`src/sv/sled_pkg.sv`:
```
// shared types and constants for the status led activity controller
`default_nettype none

package sled_pkg;

  localparam int NUM_LEDS = 3;

  localparam int PERIOD_W = 16;
  localparam int FLICK_W  = 8;
  localparam int TMO_W    = 16;
  localparam int CHAN_W   = 2;
  localparam int FUNC_W   = 3;
  localparam int CFG_IDX_W  = 2;
  localparam int CFG_DATA_W = 16;

  localparam logic [CHAN_W-1:0] RESET_CHANNEL = CHAN_W'(2);

  typedef enum logic [FUNC_W-1:0] {
    FUNC_TICK  = 3'd0,
    FUNC_PROTO = 3'd1,
    FUNC_BUS   = 3'd2,
    FUNC_CHAN  = 3'd3,
    FUNC_CMD   = 3'd4
  } sled_func_t;

  typedef enum logic [1:0] {
    MODE_OFF   = 2'd0,
    MODE_FLASH = 2'd1,
    MODE_ON    = 2'd2
  } sled_mode_t;

  typedef enum logic [CFG_IDX_W-1:0] {
    REG_FLASH_PERIOD  = 2'd0,
    REG_FLICKER_TICKS = 2'd1,
    REG_ACT_TIMEOUT   = 2'd2
  } sled_reg_t;

  typedef struct packed {
    logic [PERIOD_W-1:0] flash_period;
    logic [FLICK_W-1:0]  flicker_ticks;
    logic [TMO_W-1:0]    activity_timeout;
  } sled_cfg_t;

  typedef struct packed {
    logic [FUNC_W-1:0] func;
    logic              bus_on;
    logic [CHAN_W-1:0] channel;
  } sled_evt_t;

  typedef struct packed {
    logic [NUM_LEDS-1:0] led_changed;
    logic [NUM_LEDS-1:0] led_drive;
  } sled_res_t;

endpackage

`default_nettype wire

```
`src/sv/sled_core.sv`:
```
// led state registers and the per-event update logic
`default_nettype none

module sled_core
  import sled_pkg::*;
(
  input  wire logic      clk,
  input  wire logic      rst,
  input  wire logic      step,
  input  wire sled_evt_t evt,
  input  wire sled_cfg_t cfg,
  output sled_res_t      res
);

  sled_mode_t          mode      [NUM_LEDS];
  sled_mode_t          mode_next [NUM_LEDS];
  logic [NUM_LEDS-1:0] lit, lit_next;
  logic [NUM_LEDS-1:0] prev_drive, prev_drive_next;
  logic [FLICK_W-1:0]  flicker      [NUM_LEDS];
  logic [FLICK_W-1:0]  flicker_next [NUM_LEDS];
  logic [TMO_W-1:0]    timeout      [NUM_LEDS];
  logic [TMO_W-1:0]    timeout_next [NUM_LEDS];
  logic [PERIOD_W-1:0] flash_cnt, flash_cnt_next;
  logic                phase, phase_next;
  logic [CHAN_W-1:0]   active, active_next;
  logic [NUM_LEDS-1:0] changed;
  logic                wrap;

  assign wrap = (flash_cnt >= cfg.flash_period);

  always_comb begin
    mode_next       = mode;
    lit_next        = lit;
    prev_drive_next = prev_drive;
    flicker_next    = flicker;
    timeout_next    = timeout;
    flash_cnt_next  = flash_cnt;
    phase_next      = phase;
    active_next     = active;
    changed         = '0;
    unique case (sled_func_t'(evt.func))
      FUNC_TICK: begin
        if (wrap) begin
          flash_cnt_next = '0;
          phase_next     = ~phase;
        end else begin
          flash_cnt_next = flash_cnt + PERIOD_W'(1);
        end
        for (int i = 0; i < NUM_LEDS; i++) begin
          if (timeout[i] != '0) begin
            timeout_next[i] = timeout[i] - TMO_W'(1);
            if (timeout_next[i] == '0 && mode[i] == MODE_ON) begin
              mode_next[i] = MODE_FLASH;
            end
          end
          if (flicker[i] != '0) begin
            flicker_next[i] = flicker[i] - FLICK_W'(1);
          end
          if (wrap && mode_next[i] == MODE_FLASH && flicker_next[i] == '0) begin
            lit_next[i] = phase_next;
          end
          prev_drive_next[i] = lit_next[i] && (flicker_next[i] == '0);
          changed[i]         = prev_drive_next[i] != prev_drive[i];
        end
      end
      FUNC_PROTO, FUNC_CMD: begin
        for (int i = 0; i < NUM_LEDS; i++) begin
          if ((evt.func == FUNC_PROTO && active == CHAN_W'(i)) ||
              (evt.func == FUNC_CMD && i == 0)) begin
            mode_next[i]    = MODE_ON;
            lit_next[i]     = 1'b1;
            flicker_next[i] = cfg.flicker_ticks;
            timeout_next[i] = cfg.activity_timeout;
          end
        end
      end
      FUNC_BUS: begin
        for (int i = 0; i < NUM_LEDS; i++) begin
          if (active == CHAN_W'(i)) begin
            mode_next[i] = evt.bus_on ? MODE_ON : MODE_OFF;
          end
        end
      end
      FUNC_CHAN: begin
        if (evt.channel < CHAN_W'(NUM_LEDS)) begin
          active_next = evt.channel;
        end
      end
      default: begin
      end
    endcase
  end

  assign res.led_drive   = prev_drive_next;
  assign res.led_changed = changed;

  always_ff @(posedge clk) begin
    if (rst) begin
      for (int i = 0; i < NUM_LEDS; i++) begin
        mode[i]    <= (i == 0) ? MODE_FLASH : MODE_OFF;
        flicker[i] <= '0;
        timeout[i] <= '0;
      end
      lit        <= '0;
      prev_drive <= '0;
      flash_cnt  <= '0;
      phase      <= 1'b0;
      active     <= RESET_CHANNEL;
    end else if (step) begin
      mode       <= mode_next;
      flicker    <= flicker_next;
      timeout    <= timeout_next;
      lit        <= lit_next;
      prev_drive <= prev_drive_next;
      flash_cnt  <= flash_cnt_next;
      phase      <= phase_next;
      active     <= active_next;
    end
  end

endmodule

`default_nettype wire

```
`src/sv/status_led_activity_controller.sv`:
```
// top level: event stream in, led drive stream out, register write port
//
// channel  dir  handshake            payload
// s_       in   s_tvalid/s_tready    s_tuser func, s_tdata bus_on, channel
// m_       out  m_tvalid/m_tready    m_tdata led_drive, led_changed
// cfg_     in   cfg_valid/cfg_ready  cfg_index, cfg_data
//
// one event per cycle while the result side is not stalled; an input beat goes
// through the input register, then the led update into the result register
// rst is synchronous: leds 1 and 2 off, led 0 flashing, active led 2
// a stalled result holds both stages; the input stage still takes a beat
// while it is empty, register writes are taken on every cycle
`default_nettype none

module status_led_activity_controller
  import sled_pkg::*;
(
  input  wire logic                  clk,
  input  wire logic                  rst,
  input  wire logic                  s_tvalid,
  output logic                       s_tready,
  input  wire logic [7:0]            s_tdata,   // bus_on, channel[1:0], zero fill
  input  wire logic [FUNC_W-1:0]     s_tuser,   // func
  output logic                       m_tvalid,
  input  wire logic                  m_tready,
  output logic [7:0]                 m_tdata,   // led_drive[2:0], led_changed[2:0], zero fill
  input  wire logic                  cfg_valid,
  output logic                       cfg_ready,
  input  wire logic [CFG_IDX_W-1:0]  cfg_index,
  input  wire logic [CFG_DATA_W-1:0] cfg_data
);

  localparam int RES_W = 2 * NUM_LEDS;

  sled_cfg_t cfg;
  sled_evt_t in_evt;
  sled_res_t res;
  logic      in_valid;
  logic      out_free;
  logic      step;

  assign cfg_ready = 1'b1;
  assign out_free  = !m_tvalid || m_tready;
  assign step      = in_valid && out_free;
  assign s_tready  = !in_valid || out_free;

  always_ff @(posedge clk) begin
    if (rst) begin
      cfg.flash_period     <= PERIOD_W'(50);
      cfg.flicker_ticks    <= FLICK_W'(5);
      cfg.activity_timeout <= TMO_W'(1000);
    end else if (cfg_valid && cfg_ready) begin
      unique case (sled_reg_t'(cfg_index))
        REG_FLASH_PERIOD:  cfg.flash_period     <= cfg_data[PERIOD_W-1:0];
        REG_FLICKER_TICKS: cfg.flicker_ticks    <= cfg_data[FLICK_W-1:0];
        REG_ACT_TIMEOUT:   cfg.activity_timeout <= cfg_data[TMO_W-1:0];
        default: begin
        end
      endcase
    end
  end

  always_ff @(posedge clk) begin
    if (rst) begin
      in_valid <= 1'b0;
    end else if (s_tready) begin
      in_valid <= s_tvalid;
    end
  end

  always_ff @(posedge clk) begin
    if (s_tready && s_tvalid) begin
      in_evt.func    <= s_tuser;
      in_evt.bus_on  <= s_tdata[0];
      in_evt.channel <= s_tdata[CHAN_W:1];
    end
  end

  sled_core u_core (
    .clk  (clk),
    .rst  (rst),
    .step (step),
    .evt  (in_evt),
    .cfg  (cfg),
    .res  (res)
  );

  always_ff @(posedge clk) begin
    if (rst) begin
      m_tvalid <= 1'b0;
    end else if (step) begin
      m_tvalid <= 1'b1;
    end else if (m_tready) begin
      m_tvalid <= 1'b0;
    end
  end

  always_ff @(posedge clk) begin
    if (step) begin
      m_tdata <= {(8 - RES_W)'(0), res.led_changed, res.led_drive};
    end
  end

endmodule

`default_nettype wire

```
`config.mk`:
```
export PLATFORM = sky130hd
export DESIGN_NAME = status_led_activity_controller
export DESIGN_NICKNAME = d
export VERILOG_FILES = /design/src/sv/sled_pkg.sv /design/src/sv/sled_core.sv /design/src/sv/status_led_activity_controller.sv
export SDC_FILE = /design/constraint.sdc
export NUM_CORES = 1
export LEC_CHECK = 0
export BUFFER_PORTS_ARGS = -buffer_cell sky130_fd_sc_hd__buf_2
export CORE_UTILIZATION = 55
export DETAILED_ROUTE_END_ITERATION = 10
export HOLD_SLACK_MARGIN = 0.05
export PLACE_DENSITY_LB_ADDON = 0.3
export SKIP_LAST_GASP = 1
export SLEW_MARGIN = 30
export SYNTH_ARGS = -nofsm -noshare
export SYNTH_HDL_FRONTEND = slang
export SYNTH_SLANG_ARGS = --single-unit
export TNS_END_PERCENT = 5
```
`constraint.sdc`:
```
create_clock -name clk -period 4 [get_ports clk]
set_clock_uncertainty 0.05 [all_clocks]
set_input_delay 0.8 -clock clk [delete_from_list [all_inputs] [get_ports clk]]
set_output_delay 0.8 -clock clk [all_outputs]
set_load 0.05 [all_outputs]
```
==> metrics.md <==
| Metric | Value |
|---|---|
| Area of the core region | `16,000 µm²` |
| Synth Area in Compound Gates | `21.8%` |
| Count of buffers added by post-CTS timing repair for setup | `0` |
| Die Wd | `130 µm` |
| Average detailed-routed wire length per instance | `16.5 µm` |
| Stage delay of the slowest cell on the critical path | `0.56 ns` |
| Post-Route WL | `23,400 µm` |
| Post-cts gate resize count | `0` |
| Mapped Cells | `1,189` |
| Startpoint type of the worst setup path | `register` |
| Least-Margin Pin Slew | `0.898 ns` |
| Run status | `completed` |
| Post-DR vias/cell | `6.09` |
| CTS buffer count | `17` |
| Post-synth top area cell | `sky130_fd_sc_hd__dfxtp_1` |
| Hold crit path type | `register to register` |
| Number of vias after detailed routing | `8,627` |
| Slowest CP cell | `sky130_fd_sc_hd__or3b_2` |
| Initial Util | `56.7%` |
| Number of synthesized register bits | `157` |
| Leakage component of the power | `0.00383 µW` |
| Cell area after synthesis | `9070 µm²` |
| Arrival time of the worst setup path | `3.48 ns` |
| Worst Path Max Fanout | `9` |
| Post-synthesis mux area share | `2.07%` |
| Max-slew violations | `0` |
| Total number of clock tree sinks | `157` |
| Clock buffer depth | `2` |
| Number of placed I/O pins | `45` |
| Final Hold Vio Count | `0` |
| Fin crit period | `3.34 ns` |
| Final clock period utilization by the worst path | `83.5%` |
| Via count of the first global-routing pass | `7,585` |
| Antenna violations before repair | `0` |
| Overall Global Routing Usage | `28.8%` |
| Proportion of synthesized chip area in sequential cells | `36.0%` |
| Post-route setup TNS | `0 ns` |
| GP Congestion | `0.940` |
| CTS root buffer | `sky130_fd_sc_hd__clkbuf_16` |
| Dominant combinational cell family by area after synthesis | `simple AND/OR/NAND/NOR gates` |
| Site row count | `46` |
| Basic-gate share of the synthesized area counting and, or, nand and nor cells | `27.8%` |
| Fillcell total | `1,461` |
| Cts hold-fix bufs | `0` |
| Height of the chip | `130 µm` |
| 1st-pass router iterations | `6` |
| Post-layout nets | `1,253` |
| Type of element capturing the critical path | `register` |
| Adder-cell share of the synthesized area | `4.41%` |
| Mean area per synthesized cell | `7.63 µm²` |
| Multi-input logic area | `5370 µm²` |
| Top cell type's share of synthesized area | `32.0%` |
| Clock latency on the worst-skew pair | `0.44 ns` |
| Async S/R FF share, synth | `0%` |
| Startpoint-to-endpoint class of the critical path | `register to register` |
| Highest clock rate | `0.300 GHz` |
| Count of flip-flops with a built-in enable after synthesis | `12` |
| Remaining Overflow, GRT | `0` |
| Largest cells by area after synthesis | `sky130_fd_sc_hd__dfxtp_1 (32%), sky130_fd_sc_hd__nand2_1 (6.5%), sky130_fd_sc_hd__nor2_1 (6.3%)` |
| Final antenna diode count | `0` |
| Sequential standard cell area | `3260 µm²` |
| Half-perimeter wire length after detailed placement | `16,300 µm` |
| Cells on worst reg2reg path | `10` |
| Layout Area Growth over Synthesis | `10.5%` |
| Worst vdd ir | `0.283 mV` |
| Max-cap check violation count | `0` |
| Initial detailed-routing violation count | `838` |
| Distinct cell type count after synthesis | `69` |
| Final setup viols | `0` |
| Total power density per cell area | `394 nW/µm²` |
| Count of buffers from port buffering | `36` |
| Synthesis Warnings | `0` |
| WP data required | `4.14 ns` |
| First-pass GRT wire length | `38,100 µm` |
| Setup repair after global routing missed its margin | `false` |
| WHS Path Cells | `2` |
| Die Outline Area | `17,000 µm²` |
| Number of levels in the clock H-tree | `4` |
| Worst relative slew slack | `40.1%` |
| Cell chain of the critical path | `inv_1 -> ha_1 -> or3b_2 -> o32ai_1 -> a32oi_1 -> nor2_1 -> nand4b_1 -> a21oi_1 -> mux2_2 -> mux2i_1` |
| Parity-gate share of the synthesized area counting xor and xnor cells | `2.80%` |
| Remaining design rule violation count | `0` |
| Clock Pin Slew Worst Setup and Hold Paths | `0.07 ns` |
| Share of cells above drive strength 1 | `9.67%` |
| Largest net degree at the start of global routing | `56` |
| TritonCTS clock tree | `yes` |
| Total Power Consumption | `3950 µW` |
| Leading register cell type out of synthesis | `sky130_fd_sc_hd__dfxtp_1` |
| Count of antenna-violating nets left after detailed routing | `0` |
[cells in the mapped netlist, types with 19 or more instances]
library cell,instances
sky130_fd_sc_hd__dfxtp_1,145
sky130_fd_sc_hd__inv_1,39
sky130_fd_sc_hd__clkbuf_1,64
sky130_fd_sc_hd__a211oi_1,21
sky130_fd_sc_hd__nand2_1,157
sky130_fd_sc_hd__nand3_1,26
sky130_fd_sc_hd__a21oi_1,96
sky130_fd_sc_hd__nor3_1,41
sky130_fd_sc_hd__ha_1,32
sky130_fd_sc_hd__a22oi_1,23
sky130_fd_sc_hd__nand4_1,19
sky130_fd_sc_hd__nor2_1,153
sky130_fd_sc_hd__o21ai_0,94
[power by group]
part	internal [µW]	total (µW)	switching (µW)
clock network	1030	1760	730
registers	1620	1680	52.0
logic	187	521	334
total	2840	3950	1120
[sequential cells by signal, indices dropped and copies added, names as in the netlist]
name	cells
in_valid	1
u_core.lit	3
m_tdata	6
u_core.flicker	24
u_core.flash_cnt	16
in_evt	6
u_core.mode	6
u_core.prev_drive	3
u_core.phase	1
cfg	40
m_tvalid	1
u_core.active	2
u_core.timeout	48
[logic make-up after synthesis]
kind of cell / Yosys count
compound gates: 319
fa+ha+maj: 32
flops: 157
other cells: 2
mux: 18
simple gates: 516
xor+xnor: 29
buf+inv: 116
[cell type report]
cell class                 instances  area share, %
multi-input combinational        917           53.6
sequential                       157           32.5
clock buffer                      18           4.38
timing repair buffer              55           3.37
tap                              216           2.69
clock inverter                    14           1.97
inverter                          39           1.46
[per-stage QoR]
step / setup WS (ns) / area [µm²] / util [%] / std cells / hold slack, ns
final: 0.662 / 10000 / 62.7 / 1416 / 0.407
after global routing: 0.498 / 10000 / 62.7 / 1416 / 0.432
after CTS: 0.711 / 10000 / 62.7 / 1416 / 0.408
after detailed placement: 0.726 / 9390 / 58.7 / 1384 / 0.397
after global placement: 0.775 / 9390 / 58.7 / 1384 / 0.395
after floorplan: 1.06 / 9080 / - / 1190 / 0.386
[per-layer routing]
| layer | vias up | GRT usage, % | wire (µm) |
|---|---|---|---|
| met5 | - | 0 | 0 |
| met2 | 283 | 45.1 | 10700 |
| met1 | 4071 | 39.4 | 10700 |
| met3 | 29 | 6.03 | 1610 |
| met4 | 0 | 9.67 | 391 |
| li1 | 4244 | - | - |
[cells in the final DEF, fill, tap and decap left out, types with 15 or more instances in the layout]
cell                        synthesis  routed
sky130_fd_sc_hd__nand4_1           19      19
sky130_fd_sc_hd__nor2_1           153     151
sky130_fd_sc_hd__o21ai_0           94      94
sky130_fd_sc_hd__a21oi_1           96      96
sky130_fd_sc_hd__a211oi_1          21      21
sky130_fd_sc_hd__clkbuf_16          0      17
sky130_fd_sc_hd__dfxtp_1          145     145
sky130_fd_sc_hd__nand3b_1          18      18
sky130_fd_sc_hd__ha_1              32      32
sky130_fd_sc_hd__xor2_1            18      18
sky130_fd_sc_hd__nand2_1          157     157
sky130_fd_sc_hd__buf_4              3      19
sky130_fd_sc_hd__a22oi_1           23      23
sky130_fd_sc_hd__nand3_1           26      26
sky130_fd_sc_hd__mux2i_1           15      15
sky130_fd_sc_hd__buf_2              4      35
sky130_fd_sc_hd__inv_1             39      39
sky130_fd_sc_hd__nand2b_1          17      17
sky130_fd_sc_hd__nor3_1            41      41
[critical path: cells and delay by family, from the launching register on]
kind	cells	cell delay, ns
buffers and inverters	1	0.12
adder cells (fa/ha/maj)	1	0.30
flip-flops	1	0.40
AO/OA/AOI/OAI	3	0.81
AND/OR/NAND/NOR	3	0.87
multiplexers	2	0.53
[path summary, 6_finish.rpt]
check | start | end | slack, ns
setup reg to reg | u_core.timeout[32] | m_tdata[3] | 0.66
hold reg to reg | cfg[1] | cfg[1] | 0.41
setup / recovery | u_core.timeout[32] | m_tdata[3] | 0.66
hold / removal | cfg[1] | cfg[1] | 0.41
Power figures use the tool's default switching activity.
